$ cat config.mk
export PLATFORM = sky130hd
export DESIGN_NAME = ccbt_front
export DESIGN_NICKNAME = d
export VERILOG_FILES = /design/src/design/ccbt_pkg.sv /design/src/design/ccbt_front.sv
export SDC_FILE = /design/constraint.sdc
export NUM_CORES = 1
export LEC_CHECK = 0
export BUFFER_PORTS_ARGS = -buffer_cell sky130_fd_sc_hd__buf_2
export CAP_MARGIN = 0
export CELL_PAD_IN_SITES_DETAIL_PLACEMENT = 1
export CELL_PAD_IN_SITES_GLOBAL_PLACEMENT = 1
export CORE_ASPECT_RATIO = 0.75
export CORE_UTILIZATION = 42
export DETAILED_ROUTE_END_ITERATION = 8
export HOLD_SLACK_MARGIN = 0.08
export PLACE_DENSITY_LB_ADDON = 0.1
export SYNTH_ARGS = -nofsm -noshare
export SYNTH_HDL_FRONTEND = slang
export SYNTH_SLANG_ARGS = --single-unit
$ cat constraint.sdc
create_clock -name clk -period 2.9 [get_ports clk]
set_input_delay 0.87 -clock clk [delete_from_list [all_inputs] [get_ports clk]]
set_output_delay 0.87 -clock clk [all_outputs]
set_load 0.05 [all_outputs]
$ cat src/design/ccbt_pkg.sv
// Package: shared types and constants for the closed cubic B-spline tessellator.
package ccbt_pkg;
	localparam int CW = 16;
	localparam int STEP_W = 5;
	localparam logic [STEP_W-1:0] RESET_STEPS = 5'd8;

	typedef struct packed {
		logic signed [CW-1:0] point_x;
		logic signed [CW-1:0] point_y;
		logic signed [CW-1:0] point_z;
		logic final_point;
	} in_t;

	typedef struct packed {
		logic signed [CW-1:0] curve_x;
		logic signed [CW-1:0] curve_y;
		logic signed [CW-1:0] curve_z;
		logic run_end;
		logic too_few_points;
	} out_t;

	typedef struct packed {
		logic signed [CW-1:0] x;
		logic signed [CW-1:0] y;
		logic signed [CW-1:0] z;
	} pt_t;

	// one segment job: four control points, last-of-run flag, error flag
	typedef struct packed {
		pt_t a;
		pt_t b;
		pt_t c;
		pt_t d;
		logic last;
		logic err;
	} job_t;

	// four Q1.16 basis weights, element k weights control point k
	typedef logic [3:0][16:0] w4_t;
endpackage

$ cat src/design/ccbt_front.sv
// Front end: keeps point history and issues segment jobs into the queue.
module ccbt_front import ccbt_pkg::*; (
	input  logic clk,
	input  logic arst_n,
	input  logic in_valid,
	output logic in_ready,
	input  in_t  in_data,
	output logic job_valid,
	input  logic job_ready,
	output job_t job_data
);
	pt_t r_q [3];
	pt_t o_q [3];
	logic [2:0] seen_q;
	logic busy_q;
	logic [1:0] wrap_q;
	pt_t p;

	assign p = '{x: in_data.point_x, y: in_data.point_y, z: in_data.point_z};
	assign in_ready = !busy_q && job_ready;

	always_comb begin
		job_valid = 1'b0;
		job_data = '0;
		if (busy_q) begin
			job_valid = 1'b1;
			case (wrap_q)
				2'd0: job_data = '{a: r_q[0], b: r_q[1], c: r_q[2], d: o_q[0],
					last: 1'b0, err: 1'b0};
				2'd1: job_data = '{a: r_q[1], b: r_q[2], c: o_q[0], d: o_q[1],
					last: 1'b0, err: 1'b0};
				default: job_data = '{a: r_q[2], b: o_q[0], c: o_q[1], d: o_q[2],
					last: 1'b1, err: 1'b0};
			endcase
		end else if (in_valid) begin
			if (in_data.final_point && seen_q < 3'd3) begin
				job_valid = 1'b1;
				job_data = '0;
				job_data.last = 1'b1;
				job_data.err = 1'b1;
			end else if (seen_q >= 3'd3) begin
				job_valid = 1'b1;
				job_data = '{a: r_q[0], b: r_q[1], c: r_q[2], d: p,
					last: !in_data.final_point, err: 1'b0};
			end
		end
	end

	always_ff @(posedge clk or negedge arst_n) begin
		if (!arst_n) begin
			seen_q <= '0;
			busy_q <= 1'b0;
			wrap_q <= '0;
			r_q <= '{default: '0};
			o_q <= '{default: '0};
		end else if (busy_q) begin
			if (job_ready) begin
				if (wrap_q == 2'd2) begin
					busy_q <= 1'b0;
					wrap_q <= '0;
					seen_q <= '0;
					r_q <= '{default: '0};
					o_q <= '{default: '0};
				end else begin
					wrap_q <= wrap_q + 2'd1;
				end
			end
		end else if (in_valid && in_ready) begin
			if (in_data.final_point && seen_q < 3'd3) begin
				seen_q <= '0;
				r_q <= '{default: '0};
				o_q <= '{default: '0};
			end else begin
				if (seen_q < 3'd3)
					o_q[seen_q[1:0]] <= p;
				r_q[0] <= r_q[1];
				r_q[1] <= r_q[2];
				r_q[2] <= p;
				seen_q <= (seen_q >= 3'd4) ? 3'd4 : seen_q + 3'd1;
				if (in_data.final_point)
					busy_q <= 1'b1;
			end
		end
	end
endmodule

==> results_dict.tcl <==
set metrics [dict create \
    rows 69 \
    yosysTopAreaCell "dfrtp_1" \
    dr.pass1.iters 5 \
    cap_violations 0 \
    cp_num_buf_inv 2 \
    ir_drop_v 0.000851 \
    synthSimpleGateAreaFrac 0.172 \
    drt-met1-wl_um 35500 \
    status "finished with violations" \
    skew_ps 12.4 \
    p_per_area_nw_per_um2 1410 \
    grt-ovfl-total 0 \
    hp-class "input port to asynchronous set/reset pin" \
    crit_path_max_incr_delay_ps 580 \
    fin_area_um2 27000 \
    yosysMostFrequentCell "dfrtp_1" \
    place_hpwl_um 44100 \
    synth_mux_area_frac 0.173 \
    cts_buffers 36 \
    worstSetupPathType "flop to primary output" \
    place.gp.congestion 0.806 \
    cp_data_arrival_time_ps 2340 \
    fp.coreArea_um2 47900 \
    grt_pass1_vias 19900 \
    synthAdderAreaFrac 0.00303 \
    ys.flop_type "dfrtp_1" \
    max_freq_mhz 312 \
    instances_no_fill 3070 \
    relSlewSlack 0.350 \
    synth_top_area_share 0.356 \
    synth_area_um2 20600 \
    cp-end-kind "primary output" \
    die_h_um 194 \
    grtUsageTotal 0.296 \
    clock_path_buffers 3 \
    tritoncts "built" \
    tns_ps -50300 \
    synth-compound-area-share 0.239 \
    placed_area_um2 23400 \
    fin_ws_ps -310 \
    syn_area_per_cell_um2 9.27 \
    path_delay_family "compound AO/OA/AOI/OAI gates" \
    dr_wl_met3_um 2880 \
    areaGrowthSynthToFinish_pct 30.9 \
    grt_setup_unrepaired "true" \
    nets 2462 \
    drive_gt1_frac 0.333 \
    fin_crit_ps 3210 \
    die_w_um 258 \
    placed_cells 2978 \
    routed_wl_um 77200 \
    hold_violations 0 \
    port_buffers 248 \
    drt-initial-drc-count 1232 \
    cts_hold_buf 0 \
    synth_edf_count 0 \
    setup_violations 192 \
    num_io_pins 249 \
    remaining_drc_errors 0 \
    antenna_found_initial 1 \
    syn-instance-count 2227 \
    syn-num-nets 2285 \
    drtAntennaViolNets 0 \
    yosysUniqueCellTypes 33 \
    n_fill_cell 5172 \
    h-tree-depth 2 \
    synth_area_leaders "dfrtp_1, mux2i_1, a22o_1" \
    path_cells "buf_12, mux2i_1, o21ai_0, a22o_2, buf_6" \
    fin_crit_sh 1.11 \
    synth_top_family_by_area "compound AO/OA/AOI/OAI gates" \
    yosys_register_bits 294 \
    yosys_warnings 0 \
    dr.max_layer_used "met4" \
    wire_per_inst_um 25.1 \
    initial_core_util 0.431 \
    worst_pin_slew_ps 975 \
    met2_length_um 37300 \
    die_area_um2 50100 \
    cp-start-kind "flop" \
    required_ps 2030 \
    grt_pass1_wl_um 119000 \
    power.leakage_nw 12.6 \
    cts_sinks 294 \
    clock_tree.root_cell "clkbuf_16" \
    synth-xor-area-share 0 \
    worstSkewPairLatency_ps 530 \
    violations "negative setup slack" \
    clk_pin_slew_ps 60 \
    via_per_inst 6.22 \
    crit_fanout 10 \
    vias 19100 \
    slowest_stage "dfrtp_4" \
    final_util 0.564 \
    synth-async-reset-ratio 1.00 \
    grt_max_degree 150 \
    yosysSeqAreaShare 0.356 \
    synthTopCellsByCount "dfrtp_1, nand2_1, mux2i_1, o21ai_0, a22o_1" \
    drv_slew 0 \
]
-- worst paths after layout --
check / from / to / slack (ps) / cells after the start
max: wrap_q[0] / job_data[49] / -310 / 5
min: arst_n / r_q[114] / 300 / 1
max reg2reg: seen_q[0] / o_q[100] / 460 / 6
min reg2reg: o_q[8] / o_q[8] / 540 / 1
max in group asynchronous: arst_n / o_q[136] / 1840 / 2
min in group clk: o_q[8] / o_q[8] / 540 / 1
-- through the flow --
stage          power (mW)  hold WS [ps]  setup slack [ps]
6_report             38.1           301              -310
5_1_grt              39.8           329              -348
4_1_cts              37.0           308              -330
3_5_place_dp         29.3           520              -237
3_3_place_gp         28.8           512              -195
2_1_floorplan        23.1           495              -128
-- report_power, final --
part           switching (mW)  total [mW]  internal (mW)
logic                    14.4        25.1           10.7
clock network            1.92        4.96           3.05
registers                2.25        8.06           5.81
total                    18.6        38.1           19.5
-- flip-flops by register name, indices dropped and copies added (netlist names) --
signal / count
o_q: 144
wrap_q: 2
busy_q: 1
r_q: 144
seen_q: 3
-- worst register-to-register path, stage by stage, from the launching register on --
cell     delay, ps
dfrtp_1        380
buf_4          170
a21oi_4        240
buf_12         640
o21ai_4        200
buf_4          300
a221o_1        390
-- cell type report --
class,instances,area [um2],area share
multi-input combinational,1675,13100,0.484
sequential,294,7370,0.273
timing repair buffer,392,4490,0.166
clock buffer,49,1040,0.0385
tap,639,800,0.0296
clock inverter,15,225,0.00833
inverter,5,18.8,0.000694
antenna,1,2.50,0.0000926
-- placed cells by master (no fill, tap or decap), types with 37 or more instances in the layout --
| master | n |
|---|---|
| dfrtp_1 | 291 |
| nand2_1 | 195 |
| mux2i_1 | 192 |
| o21ai_0 | 184 |
| nand2b_1 | 147 |
| a21oi_1 | 147 |
| mux2_2 | 146 |
| nor2b_1 | 145 |
| and3_1 | 144 |
| a221o_1 | 144 |
| buf_6 | 124 |
| a22o_2 | 112 |
| buf_4 | 97 |
| a22o_4 | 80 |
| buf_8 | 63 |
| buf_2 | 54 |
| clkbuf_16 | 45 |
| buf_12 | 37 |
-- what timing repair did --
action                     4_1_cts  5_1_grt
buffers inserted                 4       10
gates resized for setup        414      122
cloned                           4       10
setup endpoints to repair      192      193
pin swaps                       25       13
-- cells by family after synthesis --
kind of cell	Yosys count
flops	294
buf+inv	258
fa+ha+maj	5
simple gates	640
mux	339
compound gates	691
-- per-layer routing --
metal	global-route usage	up-vias
met1	0.413	9944
met3	0.0314	105
met4	0.0688	0
met5	0	-
li1	-	8578
met2	0.490	477
(Power assumes the default switching activity.)
