==> config.mk <==
export PLATFORM = sky130hd
export DESIGN_NAME = ccbt_queue
export DESIGN_NICKNAME = d
export VERILOG_FILES = /design/src/design/ccbt_pkg.sv /design/src/design/ccbt_queue.sv
export SDC_FILE = /design/constraint.sdc
export NUM_CORES = 1
export LEC_CHECK = 0
export BUFFER_PORTS_ARGS = -buffer_cell sky130_fd_sc_hd__buf_2
export CAP_MARGIN = 40
export CORE_MARGIN = 2
export CORE_UTILIZATION = 50
export DETAILED_ROUTE_END_ITERATION = 10
export PLACE_DENSITY_LB_ADDON = 0.25
export SYNTH_ARGS = -nofsm -noshare
export SYNTH_HDL_FRONTEND = slang
export SYNTH_SLANG_ARGS = --single-unit
==> constraint.sdc <==
create_clock -name clk -period 14.1 [get_ports clk]
set_input_delay 2.82 -clock clk [delete_from_list [all_inputs] [get_ports clk]]
set_output_delay 2.82 -clock clk [all_outputs]
set_load 0.005 [all_outputs]
==> src/design/ccbt_pkg.sv <==
// Package: shared types and constants for the closed cubic B-spline tessellator.
package ccbt_pkg;
	localparam int CW = 16;
	localparam int STEP_W = 5;
	localparam logic [STEP_W-1:0] RESET_STEPS = 5'd8;

	typedef struct packed {
		logic signed [CW-1:0] point_x;
		logic signed [CW-1:0] point_y;
		logic signed [CW-1:0] point_z;
		logic final_point;
	} in_t;

	typedef struct packed {
		logic signed [CW-1:0] curve_x;
		logic signed [CW-1:0] curve_y;
		logic signed [CW-1:0] curve_z;
		logic run_end;
		logic too_few_points;
	} out_t;

	typedef struct packed {
		logic signed [CW-1:0] x;
		logic signed [CW-1:0] y;
		logic signed [CW-1:0] z;
	} pt_t;

	// one segment job: four control points, last-of-run flag, error flag
	typedef struct packed {
		pt_t a;
		pt_t b;
		pt_t c;
		pt_t d;
		logic last;
		logic err;
	} job_t;

	// four Q1.16 basis weights, element k weights control point k
	typedef logic [3:0][16:0] w4_t;
endpackage

==> src/design/ccbt_queue.sv <==
// Short job queue between front end and evaluator.
module ccbt_queue import ccbt_pkg::*; #(
	parameter int DEPTH = 2
) (
	input  logic clk,
	input  logic arst_n,
	input  logic wr_valid,
	output logic wr_ready,
	input  job_t wr_data,
	output logic rd_valid,
	input  logic rd_ready,
	output job_t rd_data
);
	localparam int AW = (DEPTH > 1) ? $clog2(DEPTH) : 1;
	job_t mem_q [DEPTH];
	logic [AW-1:0] wp_q, rp_q;
	logic [AW:0] cnt_q;
	logic wr, rd;

	assign wr_ready = cnt_q != (AW+1)'(DEPTH);
	assign rd_valid = cnt_q != '0;
	assign rd_data = mem_q[rp_q];
	assign wr = wr_valid && wr_ready;
	assign rd = rd_valid && rd_ready;

	always_ff @(posedge clk) begin
		if (wr)
			mem_q[wp_q] <= wr_data;
	end

	always_ff @(posedge clk or negedge arst_n) begin
		if (!arst_n) begin
			wp_q <= '0;
			rp_q <= '0;
			cnt_q <= '0;
		end else begin
			if (wr)
				wp_q <= (wp_q == AW'(DEPTH - 1)) ? '0 : wp_q + 1'b1;
			if (rd)
				rp_q <= (rp_q == AW'(DEPTH - 1)) ? '0 : rp_q + 1'b1;
			cnt_q <= cnt_q + (AW+1)'(wr) - (AW+1)'(rd);
		end
	end
endmodule

==> run summary, run 1 <==
Tmin final = 6.04 ns
Synth Area in Adders = 0.000843
First-pass detailed-route iteration total = 4
Vias in the first global route = 7,338
Drt drc = 0
Root buf cell = clkbuf_16
Setup violations, final = 0
Pre-CTS WS = 8.53 ns
Initial core utilization = 0.505
Final Hold Viols = 0
Setup tns final = 0 ns
Clock Pin Slew Worst Setup and Hold Paths = 0.06 ns
Final nets = 1,253
Post-Synth XOR/XNOR Area = 0.00177
Critical Path Start Type = flip-flop
Leak = 7.36 nW
Synthesized area per cell = 23.7 sq um
Core Footprint = 29,400 sq um
Final RePlAce weighted congestion = 0.785
Antenna viol nets, final = 0
Mux cell area share after synthesis = 0.185
TritonCTS sink count = 392
Drt via density = 4.90
# resized after CTS = 0
Crit path DAT = 3.22 ns
Final cell count without fillers = 1,480
Synth Area in Compound Gates = 0.00211
# rows = 63
1st-iter DRT viols = 433
Hold buffers post-CTS = 0
Sequential area share after synthesis = 0.792
Fin. max-slew vios = 0
Chip height = 176 microns
Post-Synth Simple-Gate Area = 0.00329
Post-CTS Setup Bufs = 0
Critical path type = flip-flop to output port
Power Dens Cells = 203 nW/um^2
Gate Count Post-Synth = 626
Fmax = 166 MHz
First-pass GRT wire length = 41,000 microns
Largest net degree at the start of global routing = 62
DP HPWL = 19,300 microns
Setup WS post-layout = 8.06 ns
Worst VDD drop = 0.127 mV
Full die area = 31,100 sq um
Clock latency on the worst-skew pair = 0.51 ns
Status = complete, no violations
Mapped Nets = 825
Placed insts = 1,402
Total gr overflow = 0
Drt wl/cell = 18.9 microns
Total number of vias = 7,256
Layout Skew = 0.0110 ns
Initial antenna violation count = 10
I/O Buffers = 393
Fraction of layout instances using a drive strength above 1 = 0.613
Syn. warnings = 0
Area delta synth->final = 24.9%
Fillcell total = 2,078
Mapped Area = 14,800 sq um
Worst-path maximum fanout = 43
Synthesized flop and latch total = 392
HP Class = flip-flop to flip-flop
Largest family of logic cells by synthesized area = multiplexers
TritonCTS clock tree = built
Worst Max-Slew Pin Slew = 0.807 ns
H-tree depth = 2
Drt total wl = 27,900 microns
Final worst-path cycle share = 0.428
Required time worst endpoint = 11.28 ns
Max-Cap Viols = 0
Worst rel slew slack = 0.462
RSZ-0062 raised after global routing = false
Synth unique cells = 19
Num CTS Buffers = 40
Tot GR Track Use = 0.173
Clock Path Buffers = 3
IO Pins = 394
CP Capture Type = output port
Horiz. Die Dim = 176 microns
[power breakdown]
group	internal (mW)	leakage [nW]	switching, mW
logic	0.623	3.12	0.524
registers	1.59	3.66	0.0822
clock network	0.541	0.581	0.399
[through the flow]
step	cell area, sq um	power (mW)	util	hold WS (ns)
3_5_place_dp	17300	2.87	0.590	0.549
6_report	18500	3.76	0.631	0.555
2_1_floorplan	14800	2.50	-	0.460
4_1_cts	18500	3.81	0.630	0.560
5_1_grt	18500	3.93	0.631	0.580
3_3_place_gp	17100	2.81	0.583	0.542
[worst max-delay path, stage by stage (launching register included)]
cell and delay, ns:
dfrtp_4 0.80, buf_4 0.61, buf_4 0.75, mux2_4 0.35, buf_2 0.13
[kinds of logic after synthesis]
| family | Yosys count |
|---|---|
| XOR/XNOR | 3 |
| adder cells (fa/ha/maj) | 1 |
| multiplexers | 194 |
| buffers and inverters | 22 |
| AO/OA/AOI/OAI | 4 |
| flip-flops | 392 |
| AND/OR/NAND/NOR | 10 |
[synthesized netlist by cell type, drive strengths merged]
master / number / share of area
nand2: 2 / 0.00051
nand2b: 1 / 0.00042
nand3: 1 / 0.00034
edfxtp: 388 / 0.79
a211oi: 1 / 0.00051
dfrtp: 4 / 0.0067
and3: 1 / 0.00042
nor2: 3 / 0.00076
o21ai: 1 / 0.00034
xnor2: 3 / 0.0018
buf: 22 / 0.015
a21bo: 1 / 0.00067
nor2b: 1 / 0.00042
ha: 1 / 0.00084
or2: 1 / 0.00042
a32oi: 1 / 0.00059
mux2: 194 / 0.19
[metal layers]
layer / wire length (microns) / GRT usage / part of all wire / up-vias
li1: - / - / - / 3379
met1: 10500 / 0.204 / 0.38 / 3546
met2: 14500 / 0.303 / 0.52 / 268
met3: 1940 / 0.0435 / 0.069 / 61
met4: 935 / 0.0709 / 0.033 / 2
met5: 13 / 0 / 0.00047 / -
[sequential cells by signal, summed over array words and instances, names as in the netlist]
register,cells
cnt_q,2
rp_q,1
mem_q,388
wp_q,1
[cells in the final DEF, fill, tap and decap left out, drive strengths merged, types with 2 or more instances in the layout]
cell	instances
xnor2	3
nand2	2
dfrtp	4
diode	9
clkinvlp	2
buf	408
mux2	194
clkbuf	50
clkinv	16
edfxtp	388
nor2	3
[cell type report]
cell class                      count  area [sq um]  share of cell area
Clock inverter                     19          96.3             0.00520
Tap cell                          390           488              0.0263
Sequential cell                   392         11800               0.634
Antenna cell                        9          22.5             0.00121
Timing Repair Buffer              408          2220               0.120
Multi-Input combinational cell    212          2880               0.155
Clock buffer                       50          1080              0.0582
[final timing paths]
kind | end | slack (ns) | start | depth (start not counted)
max | rd_data[39] | 8.06 | rp_q | 4
min | wp_q | 0.56 | wp_q | 1
max reg2reg | mem_q[0][102] | 11.40 | cnt_q[0] | 7
min reg2reg | wp_q | 0.56 | wp_q | 1
max in group asynchronous | rp_q | 11.85 | arst_n | 1
min in group asynchronous | wp_q | 2.11 | arst_n | 1
No activity file was read; power rests on OpenSTA's default activity.
==> run 2, diff against run 1 <==
==> constraint.sdc (replaced) <==
create_clock -name clk -period 5.91 [get_ports clk]
set_input_delay 1.182 -clock clk [delete_from_list [all_inputs] [get_ports clk]]
set_output_delay 1.182 -clock clk [all_outputs]
set_load 0.005 [all_outputs]
==> run summary, run 2 (synthesized netlist as in run 1, its figures left out) <==
Worst VDD drop = 0.355 mV (was 0.127 mV)
First-pass GRT wire length = 41,000 microns (about the same)
Root buf cell = clkbuf_16 (unchanged)
Biggest register = mem_q (unchanged)
Top Family by Delay on Critical Path = flip-flops (was buffers and inverters)
RSZ-0062 raised after global routing = false (unchanged)
Chip height = 176 microns (unchanged)
Final Hold Viols = 0 (unchanged)
Hold buffers post-CTS = 0 (unchanged)
HP Class = input pin to asynchronous set/reset pin (was flip-flop to flip-flop)
Num CTS Buffers = 40 (unchanged)
Max FFs per register = 388 (unchanged)
Placed insts = 1,394 (was 1,402)
Final nets = 1,245 (was 1,253)
Status = complete, no violations (unchanged)
First-pass detailed-route iteration total = 4 (unchanged)
Regs by FF count = mem_q (388), cnt_q (2) (unchanged)
Total gr overflow = 0 (unchanged)
Initial antenna violation count = 10 (unchanged)
IO Pins = 394 (unchanged)
Final RePlAce weighted congestion = 0.746 (was 0.785)
Fmax = 265 MHz
Cell chain of the critical path = buf_4 > mux2_2 > buf_2 (was buf_4 > buf_4 > mux2_4 > buf_2)
Max-Cap Viols = 0 (unchanged)
Power Dens Cells = 483 nW/um^2 (was 203 nW/um^2)
Commonest non-fill, non-tap cell in the layout = buf_2 (unchanged)
Largest net degree at the start of global routing = 106 (was 62)
# resized after CTS = 0 (unchanged)
Layout Skew = 0.0164 ns (was 0.0110 ns)
Tmin final = 3.78 ns
Drt wl/cell = 19.3 microns (was 18.9 microns)
Horiz. Die Dim = 176 microns (unchanged)
CP max stage cell = dfrtp_4 (unchanged)
Crit-path max cell delay = 0.98 ns (was 0.80 ns)
Antenna viol nets, final = 0 (unchanged)
Final worst-path cycle share = 0.639
Register area = 11,800 sq um (unchanged)
Drt via density = 4.98 (was 4.90)
Post-CTS Setup Bufs = 0 (unchanged)
Setup violations, final = 0 (unchanged)
Final cell count without fillers = 1,470 (was 1,480)
Required time worst endpoint = 4.73 ns (was 11.28 ns)
Area delta synth->final = 23.8% (was 24.9%)
Vias in the first global route = 7,506 (was 7,338)
Full die area = 31,100 sq um (unchanged)
I/O Buffers = 393 (unchanged)
DP HPWL = 19,000 microns (was 19,300 microns)
Fillcell total = 2,135 (was 2,078)
Clock Pin Slew Worst Setup and Hold Paths = 0.06 ns (about the same)
Clock Path Buffers = 3 (unchanged)
Setup tns final = 0 ns (unchanged)
Crit path DAT = 2.59 ns (was 3.22 ns)
Total number of vias = 7,322 (was 7,256)
Buf/Inv on CP = 2 (was 3)
Initial core utilization = 0.505 (unchanged)
Drt total wl = 28,400 microns (was 27,900 microns)
CP Capture Type = output port (unchanged)
Leak = 7.26 nW (was 7.36 nW)
Worst rel slew slack = 0.437 (was 0.462)
1st-iter DRT viols = 436 (was 433)
Critical path type = flip-flop to output port (unchanged)
Worst-path maximum fanout = 52 (was 43)
TritonCTS clock tree = built (unchanged)
Footprint of the multi-input gates = 2880 sq um (unchanged)
Commonest cells after routing, fill and taps aside = buf_2, edfxtp_1, mux2_4 (unchanged)
# rows = 63 (unchanged)
H-tree depth = 2 (unchanged)
TritonCTS sink count = 392 (unchanged)
Tot GR Track Use = 0.173 (about the same)
Clock latency on the worst-skew pair = 0.51 ns (about the same)
Drt drc = 0 (unchanged)
Fraction of layout instances using a drive strength above 1 = 0.599 (was 0.613)
Core Footprint = 29,400 sq um (unchanged)
Worst Max-Slew Pin Slew = 0.844 ns (was 0.807 ns)
Fin. max-slew vios = 0 (unchanged)
Critical Path Start Type = flip-flop (unchanged)
## run 2: cell count changes in the layout (fill, tap and decap cells not counted), moves of 2 or more
cell | before | now
clkbuf_1 | 7 | 12
buf_4 | 8 | 2
diode_2 | 9 | 7
buf_16 | 7 | 0
clkinv_2 | 10 | 1
clkinv_1 | 6 | 13
buf_12 | 0 | 5
clkinvlp_4 | 2 | 0
## run 2: worst register-to-register path, stage by stage (launching register included)
cell,delay (ns)
dfrtp_1,0.43
nand2b_1,0.24
and3_4,0.68
buf_4,0.65
## run 2: stage by stage
stage	setup slack [ns]	total power [mW]	area, sq um	hold WS (ns)	utilization
after floorplan	1.33	5.84	14800	0.514	-
after global placement	2.69	6.72	17200	0.535	0.585
after detailed placement	2.61	6.77	17200	0.553	0.585
after CTS	2.06	9.00	18400	0.452	0.624
after global routing	1.98	9.28	18400	0.457	0.625
final	2.13	8.88	18400	0.482	0.625
## run 2: routing by layer
| layer | GRT usage | vias up | share of wire |
|---|---|---|---|
| met4 | 0.0789 | 4 | 0.036 |
| met5 | 0 | - | 0.00095 |
| met2 | 0.303 | 271 | 0.53 |
| met1 | 0.196 | 3625 | 0.36 |
| met3 | 0.0521 | 67 | 0.077 |
| li1 | - | 3355 | - |
## run 2: where the power goes
part / total, mW / switching, mW / internal (mW)
clock network: 2.22 / 0.938 / 1.28
logic: 2.63 / 1.21 / 1.42
registers: 4.03 / 0.232 / 3.80
## run 2: path summary, 6_finish.rpt
path                          start  slack [ns]      endpoint  cells past startpoint
max                            rp_q        2.13  rd_data[189]                      3
min                          arst_n        0.48      cnt_q[0]                      1
max reg2reg                cnt_q[0]        3.50  mem_q[1][24]                      3
min reg2reg                    wp_q        0.57          wp_q                      1
max in group asynchronous    arst_n        5.29          rp_q                      1
min in group clk               wp_q        0.57          wp_q                      1
## run 2: cell type report
class                   instances  area share
diodes                          7    0.000954
clock buffers                  54      0.0591
clock inverters                15     0.00341
multi-input cells             212       0.157
flip-flops and latches        392       0.640
well taps                     390      0.0266
repair buffers                400       0.113
